<file path="src/rtl/stepped_light_pattern_player_assert.svh">
// Assertion macros used by the player controller.
`ifndef STEPPED_LIGHT_PATTERN_PLAYER_ASSERT_SVH
`define STEPPED_LIGHT_PATTERN_PLAYER_ASSERT_SVH

`ifndef NO_ASSERTIONS
`define SLPP_ASSERT_IMP(label, clk, rst, ante, cons, msg) \
  label: assert property (@(posedge clk) disable iff (rst) (ante) |-> (cons)) \
    else $error(msg);
`define SLPP_ASSERT_NXT(label, clk, rst, ante, cons, msg) \
  label: assert property (@(posedge clk) disable iff (rst) (ante) |=> (cons)) \
    else $error(msg);
`else
`define SLPP_ASSERT_IMP(label, clk, rst, ante, cons, msg)
`define SLPP_ASSERT_NXT(label, clk, rst, ante, cons, msg)
`endif

`endif

</file>
<file path="src/rtl/slpp_pkg.sv">
// Shared types and constants of the stepped light pattern player.
`timescale 1ns / 1ps
package slpp_pkg;

  localparam logic KIND_LOAD  = 1'b0;
  localparam logic KIND_QUERY = 1'b1;

  localparam logic REG_BASE_LEVEL   = 1'b0;
  localparam logic REG_ACTIVE_STEPS = 1'b1;

  localparam int LEVEL_W = 8;
  localparam int LENGTH_W = 16;
  localparam int TIME_W = 32;
  localparam int ACTIVE_W = 5;
  localparam int DIV_CW = 5;
  localparam logic [DIV_CW-1:0] DIV_LAST = 5'd31;

  typedef struct packed {
    logic load;
    logic latch;
    logic rd;
    logic div_init;
    logic div_step;
    logic out_hit;
    logic out_base;
  } cmd_t;

  typedef struct packed {
    logic n_zero;
    logic idx_end;
    logic pend;
    logic total_zero;
    logic div_done;
    logic hit;
  } sts_t;

endpackage

</file>
<file path="src/rtl/slpp_datapath.sv">
// Datapath: step memory, config registers, accumulator, divider, output register.
`timescale 1ns / 1ps
module slpp_datapath #(
  parameter int MAX_STEPS = 16
) (
  input  logic clk,
  input  logic rst,
  input  slpp_pkg::cmd_t cmd,
  output slpp_pkg::sts_t sts,
  input  logic [3:0] step_index,
  input  logic [7:0] step_level,
  input  logic [15:0] step_length,
  input  logic [31:0] elapsed_time,
  input  logic [31:0] phase_offset,
  input  logic wr_en,
  input  logic wr_index,
  input  logic [7:0] wr_data,
  output logic [7:0] level_out,
  output logic done
);
  import slpp_pkg::*;

  localparam int AW = (MAX_STEPS > 1) ? $clog2(MAX_STEPS) : 1;
  localparam int CW = $clog2(MAX_STEPS + 1);
  localparam int TW = LENGTH_W + $clog2(MAX_STEPS + 1);
  localparam int EW = LEVEL_W + LENGTH_W;

  logic [EW-1:0] mem [MAX_STEPS];
  logic [EW-1:0] rd_data;

  logic [LEVEL_W-1:0] base_level;
  logic [ACTIVE_W-1:0] active_steps;

  logic [CW-1:0] used;
  logic [CW-1:0] n;
  logic [CW-1:0] idx;
  logic pend;
  logic [TW-1:0] acc;
  logic [TW-1:0] total;
  logic [TW-1:0] rem;
  logic [TIME_W-1:0] dvd;
  logic [DIV_CW-1:0] dcnt;
  logic [TW:0] shifted;
  logic [TW-1:0] acc_plus;
  logic [LENGTH_W-1:0] rd_len;
  logic [LEVEL_W-1:0] rd_level;
  logic slot_ok;

  assign rd_len = rd_data[LENGTH_W-1:0];
  assign rd_level = rd_data[EW-1:LENGTH_W];
  assign acc_plus = acc + TW'(rd_len);
  assign shifted = {rem, dvd[TIME_W-1]};
  assign slot_ok = 32'(step_index) < MAX_STEPS;
  assign used = (32'(active_steps) > MAX_STEPS) ? CW'(MAX_STEPS) : CW'(active_steps);

  always_comb begin
    sts.n_zero = active_steps == '0;
    sts.idx_end = idx == n;
    sts.pend = pend;
    sts.total_zero = acc == '0;
    sts.div_done = dcnt == DIV_LAST;
    sts.hit = pend && (rem < acc_plus);
  end

  always_ff @(posedge clk) begin
    if (cmd.load && slot_ok) begin
      mem[AW'(step_index)] <= {step_level, step_length};
    end
    if (cmd.rd) begin
      rd_data <= mem[idx[AW-1:0]];
    end
  end

  always_ff @(posedge clk) begin
    if (rst) begin
      base_level <= '0;
      active_steps <= '0;
    end else if (wr_en) begin
      case (wr_index)
        REG_BASE_LEVEL: base_level <= wr_data;
        REG_ACTIVE_STEPS: active_steps <= wr_data[ACTIVE_W-1:0];
        default: ;
      endcase
    end
  end

  always_ff @(posedge clk) begin
    if (rst) begin
      pend <= 1'b0;
      done <= 1'b0;
    end else begin
      pend <= cmd.rd;
      done <= cmd.out_hit | cmd.out_base;
    end
  end

  always_ff @(posedge clk) begin
    if (cmd.latch) begin
      dvd <= elapsed_time + phase_offset;
      n <= used;
      idx <= '0;
      acc <= '0;
    end else if (cmd.div_init) begin
      total <= acc;
      acc <= '0;
      idx <= '0;
      rem <= '0;
      dcnt <= '0;
    end else if (cmd.div_step) begin
      if (shifted >= {1'b0, total}) begin
        rem <= TW'(shifted - {1'b0, total});
      end else begin
        rem <= shifted[TW-1:0];
      end
      dvd <= dvd << 1;
      dcnt <= dcnt + 1'b1;
    end else begin
      if (cmd.rd) begin
        idx <= idx + 1'b1;
      end
      if (pend) begin
        acc <= acc_plus;
      end
    end
    if (cmd.out_hit) begin
      level_out <= rd_level;
    end else if (cmd.out_base) begin
      level_out <= base_level;
    end
  end

endmodule

</file>
<file path="src/rtl/slpp_ctrl.sv">
// Controller: sequences the sum walk, the division and the scan walk.
`timescale 1ns / 1ps
`include "stepped_light_pattern_player_assert.svh"
module slpp_ctrl (
  input  logic clk,
  input  logic rst,
  input  logic start,
  input  logic kind,
  input  slpp_pkg::sts_t sts,
  output slpp_pkg::cmd_t cmd,
  output logic busy
);
  import slpp_pkg::*;

  localparam logic [1:0] ST_IDLE = 2'd0;
  localparam logic [1:0] ST_SUM  = 2'd1;
  localparam logic [1:0] ST_DIV  = 2'd2;
  localparam logic [1:0] ST_SCAN = 2'd3;

  logic [1:0] state;
  logic [1:0] state_next;

  assign busy = state != ST_IDLE;

  always_comb begin
    cmd = '0;
    state_next = state;
    case (state)
      ST_IDLE: begin
        if (start && kind == KIND_LOAD) begin
          cmd.load = 1'b1;
        end else if (start && kind == KIND_QUERY) begin
          if (sts.n_zero) begin
            cmd.out_base = 1'b1;
          end else begin
            cmd.latch = 1'b1;
            state_next = ST_SUM;
          end
        end
      end
      ST_SUM: begin
        cmd.rd = !sts.idx_end;
        if (sts.idx_end && !sts.pend) begin
          if (sts.total_zero) begin
            cmd.out_base = 1'b1;
            state_next = ST_IDLE;
          end else begin
            cmd.div_init = 1'b1;
            state_next = ST_DIV;
          end
        end
      end
      ST_DIV: begin
        cmd.div_step = 1'b1;
        if (sts.div_done) begin
          state_next = ST_SCAN;
        end
      end
      ST_SCAN: begin
        cmd.rd = !sts.idx_end && !sts.hit;
        if (sts.hit) begin
          cmd.out_hit = 1'b1;
          state_next = ST_IDLE;
        end else if (sts.idx_end && !sts.pend) begin
          cmd.out_base = 1'b1;
          state_next = ST_IDLE;
        end
      end
      default: begin
        state_next = ST_IDLE;
      end
    endcase
  end

  always_ff @(posedge clk) begin
    if (rst) begin
      state <= ST_IDLE;
    end else begin
      state <= state_next;
    end
  end

  `SLPP_ASSERT_IMP(a_one_result, clk, rst, 1'b1, !(cmd.out_hit && cmd.out_base), "two results in one cycle")
  `SLPP_ASSERT_NXT(a_hit_ends, clk, rst, state == ST_SCAN && sts.hit, state == ST_IDLE, "scan did not end on hit")
  `SLPP_ASSERT_NXT(a_query_walks, clk, rst, state == ST_IDLE && start && kind == KIND_QUERY && !sts.n_zero, state == ST_SUM, "query did not start sum walk")
  `SLPP_ASSERT_NXT(a_div_full, clk, rst, state == ST_DIV && !sts.div_done, state == ST_DIV, "division left early")

endmodule

</file>
<file path="src/rtl/stepped_light_pattern_player.sv">
// Load beat: table write at the accepting edge, no result, busy stays low.
// Query beat with no active steps: done in the cycle after acceptance, busy stays low.
// Otherwise, over n used steps, a sum walk adds the step lengths; a zero sum gives base_level,
// else a restoring divider, a scan walk and the output register follow before done.
// One query at a time; busy is high from the cycle after acceptance until the cycle before done.
// Synchronous reset clears config registers and control; step table is undefined until loaded.
`timescale 1ns / 1ps
module stepped_light_pattern_player #(
  parameter int MAX_STEPS = 16
) (
  input  logic clk,
  input  logic rst,
  input  logic start,
  output logic busy,
  input  logic kind,
  input  logic [3:0] step_index,
  input  logic [7:0] step_level,
  input  logic [15:0] step_length,
  input  logic [31:0] elapsed_time,
  input  logic [31:0] phase_offset,
  input  logic wr_en,
  input  logic wr_index,
  input  logic [7:0] wr_data,
  output logic [7:0] level_out,
  output logic done
);
  import slpp_pkg::*;

  cmd_t cmd;
  sts_t sts;
  logic start_ok;

  assign start_ok = start && !busy;

  slpp_ctrl u_ctrl (
    .clk(clk),
    .rst(rst),
    .start(start_ok),
    .kind(kind),
    .sts(sts),
    .cmd(cmd),
    .busy(busy)
  );

  slpp_datapath #(
    .MAX_STEPS(MAX_STEPS)
  ) u_dp (
    .clk(clk),
    .rst(rst),
    .cmd(cmd),
    .sts(sts),
    .step_index(step_index),
    .step_level(step_level),
    .step_length(step_length),
    .elapsed_time(elapsed_time),
    .phase_offset(phase_offset),
    .wr_en(wr_en),
    .wr_index(wr_index),
    .wr_data(wr_data),
    .level_out(level_out),
    .done(done)
  );

endmodule
</file>
<file path="config.mk">
export PLATFORM = sky130hd
export DESIGN_NAME = stepped_light_pattern_player
export DESIGN_NICKNAME = d
export VERILOG_FILES = /design/src/rtl/slpp_pkg.sv /design/src/rtl/slpp_datapath.sv /design/src/rtl/slpp_ctrl.sv /design/src/rtl/stepped_light_pattern_player.sv
export VERILOG_INCLUDE_DIRS = /design/src /design/src/rtl
export SDC_FILE = /design/constraint.sdc
export NUM_CORES = 1
export LEC_CHECK = 0
export ABC_AREA = 1
export ABC_CLOCK_PERIOD_IN_PS = 4150
export BUFFER_PORTS_ARGS = -buffer_cell sky130_fd_sc_hd__buf_2
export CAP_MARGIN = 20
export CORE_MARGIN = 4
export CORE_UTILIZATION = 62
export DETAILED_ROUTE_END_ITERATION = 7
export PLACE_DENSITY = 0.79
export SLEW_MARGIN = 10
export SYNTH_ARGS = -nofsm -noshare
export SYNTH_HDL_FRONTEND = slang
export SYNTH_SLANG_ARGS = --single-unit
</file>
<file path="constraint.sdc">
create_clock -name clk -period 4.15 [get_ports clk]
set_input_delay 1.245 -clock clk [delete_from_list [all_inputs] [get_ports clk]]
set_output_delay 1.245 -clock clk [all_outputs]
set_load 0.005 [all_outputs]
</file>
==> out/metrics.yaml <==
std_cell_rows: 75
ys_seq_area_share_pct: 59.8
start_util_pct: 63.1
synth_nets: 2891
end_kind: "flip-flop"
h-tree-depth: 2
finalSetupTns_ps: 0
ios: 116
finalCriticalPeriod_ps: 3760
root_buffer: "clkbuf_16"
hpwl_um: 42900
drt_iter0_markers: 2053
drc: 0
cp-start-kind: "flip-flop"
postCtsHoldBufs: 0
clk_pin_slew_ps: 60
grt_pass1_wl_um: 102000
layout.nets: 3014
die_w_um: 215
placedCellCount: 3297
viasPerCell: 5.83
grt_pass1_vias: 19300
path_class: "flip-flop to flip-flop"
ir_worst_vdd_v: 0.000476
finalPower_uw: 15100
hold_path.class: "flip-flop to flip-flop"
ys.warnings.count: 0
drt-pass1-iter-count: 8
antenna_found_initial: 8
rrSetupSlack_ps: 390
ant_nets: 0
dieHeight_um: 215
synth_cell_types: 44
power_density_nw_per_um2: 509
finalClockSkew_ps: 39.7
coreArea_um2: 42100
final_cell_mix: "604 x nand2_1, 500 x edfxtp_1, 425 x nor2_1, 246 x inv_1, 154 x nand3_1"
clk_latency_ps: 620
clk_path_buf_depth: 3
cellLeakagePower_uw: 0.0119
final_common_cell: "nand2_1"
cts_sinks: 543
worstMarginPinSlew_ps: 876
syn_avg_cell_area_um2: 9.87
numCtsBuffers: 52
layout-drive-gt1-share_pct: 10.2
vias: 19800
wl_per_cell_um: 19.1
io_buffers: 115
grt_use_total_pct: 27.6
max_freq_mhz: 266
whs_path_depth: 2
crit_arrival_ps: 4050
rsz0062_at_grt: "false"
cts_tree: "done"
hold_viol_final: 0
dieArea_um2: 46200
area_growth_pct: 11.4
synthesis.area_um2: 26600
routabilityCongestion: 0.939
grt_start_max_net_pins: 196
finalWirelength_um: 65000
setup_viol: 0
finalCritPeriodShare_pct: 90.5
finalMaxSlewViolations: 0
status: "complete, no violations"
worstPathRequired_ps: 4440
max_cap_violations: 0
max-slew-margin-rel_pct: 41.6
cp_max_fo: 25
r2r_cells: 22
syn-instance-count: 2691
ys_seq_elements: 543
finalNonFillerCells: 3400
grt.overflow.total: 0
n_fill_cell: 3018
[Yosys cell counts, drive strengths merged]
library cell    n  area share, %
nand2         608            8.6
edfxtp        500             57
nor2          452            6.6
inv           254            3.6
nand3         155            2.9
o21ai         155            2.9
ha             91            4.3
a21oi          85            1.6
o32ai          56            1.8
clkbuf         50           0.71
dfxtp          43            3.2
buf            42           0.94
mux2i          40            1.5
o221ai         40            1.3
nand4          24           0.65
xnor2          18           0.59
nor3           16           0.30
xor2           12           0.40
o21bai          9           0.25
o211ai          8           0.23
and2            7           0.16
nand3b          6           0.17
or2             5           0.12
clkinv          4          0.080
a21o            3          0.085
fa              3           0.23
a21boi          1          0.028
nor3b           1          0.028
nor4            1          0.024
o2111ai         1          0.033
o21a            1          0.028
[cells by family after synthesis]
logic type / count (synthesis) / synth area share [%]
adders and majority gates: 94 / 4.51
and+or+nand+nor: 1275 / 19.6
muxes: 40 / 1.51
buffers and inverters: 350 / 5.32
xor gates and xnor gates: 30 / 0.989
DFF: 543 / 59.8
AOI/OAI and AO/OA: 359 / 8.34
[repair_timing]
item | CTS | global route
resized for setup | 0 | 6
buffers inserted | 0 | 1
endpoints found under the setup margin | 0 | 33
endpoints found under the hold margin | 0 | 0
[worst max-delay path, stage by stage (launching register included)]
cell and delay (ps):
dfxtp_1 380, ha_1 250, inv_1 80, fa_1 410, inv_1 70, nand3_1 60, nand2_1 130, nand2_1 60
nand2_1 140, nand3_1 130, nand2_2 140, nand3_1 100, and2_1 180, ha_1 300, nand2_1 60, nor2_1 150
nand2_1 80, nor2_1 100, nand2_1 90, nand3_2 150, nand2_2 120, inv_2 90, buf_12 170
[state kept, by name, indices dropped and copies added, names as in the netlist, 5 cells and up, named ones only]
name and count:
u_dp.active_steps 5, u_dp.acc 21, u_dp.idx 5, u_dp.n 5
u_dp.rd_data 24, u_dp.level_out 8, u_dp.dcnt 5, u_dp.rem 21
u_dp.base_level 8, u_dp.dvd 32, u_dp.total 21, u_dp.mem 384
[per-layer routing]
metal  part of all wire, %  up-vias  global-route usage [%]
met3                   6.8      129                    3.62
met1                    41     9437                    37.0
li1                      -     9505                       -
met4                   2.6        2                    8.25
met5                 0.031        -                       0
met2                    49      757                    47.6
[stage by stage]
step,setup slack (ps),hold slack (ps),utilization (%),instance area [um2]
final,395,484,70.3,29600
after global routing,24.0,491,70.3,29600
after CTS,231,481,70.2,29600
after detailed placement,245,475,66.0,27800
after global placement,395,467,66.0,27800
after floorplan,690,444,-,26600
[final timing paths]
path                                                   startpoint                           endpoint
worst max-delay path                     u_dp.acc[0]$_SDFFE_PP0P_          u_dp.rd_data[5]$_DFFE_PP_
worst max register to register           u_dp.acc[0]$_SDFFE_PP0P_          u_dp.rd_data[5]$_DFFE_PP_
worst min register to register  u_dp.active_steps[1]$_SDFFE_PP0P_  u_dp.active_steps[1]$_SDFFE_PP0P_
worst min-delay path            u_dp.active_steps[1]$_SDFFE_PP0P_  u_dp.active_steps[1]$_SDFFE_PP0P_
[where the power goes]
| part | switching (uW) | internal (uW) |
|---|---|---|
| clock network | 2040 | 2770 |
| logic | 2560 | 1260 |
| registers | 178 | 6260 |
| total | 4780 | 10300 |
[final cells by class]
cell class,instances,area (um2),area share [%]
Antenna cell,4,10.0,0.0338
Clock buffer,64,1390,4.68
Clock inverter,33,375,1.27
Inverter,258,980,3.31
Multi-Input combinational cell,1798,9340,31.5
Sequential cell,543,15900,53.7
Tap cell,539,674,2.28
Timing Repair Buffer,160,951,3.21
Timing Repair inverter,1,7.51,0.0254
Note: power is estimated with default switching activity, not from simulation.
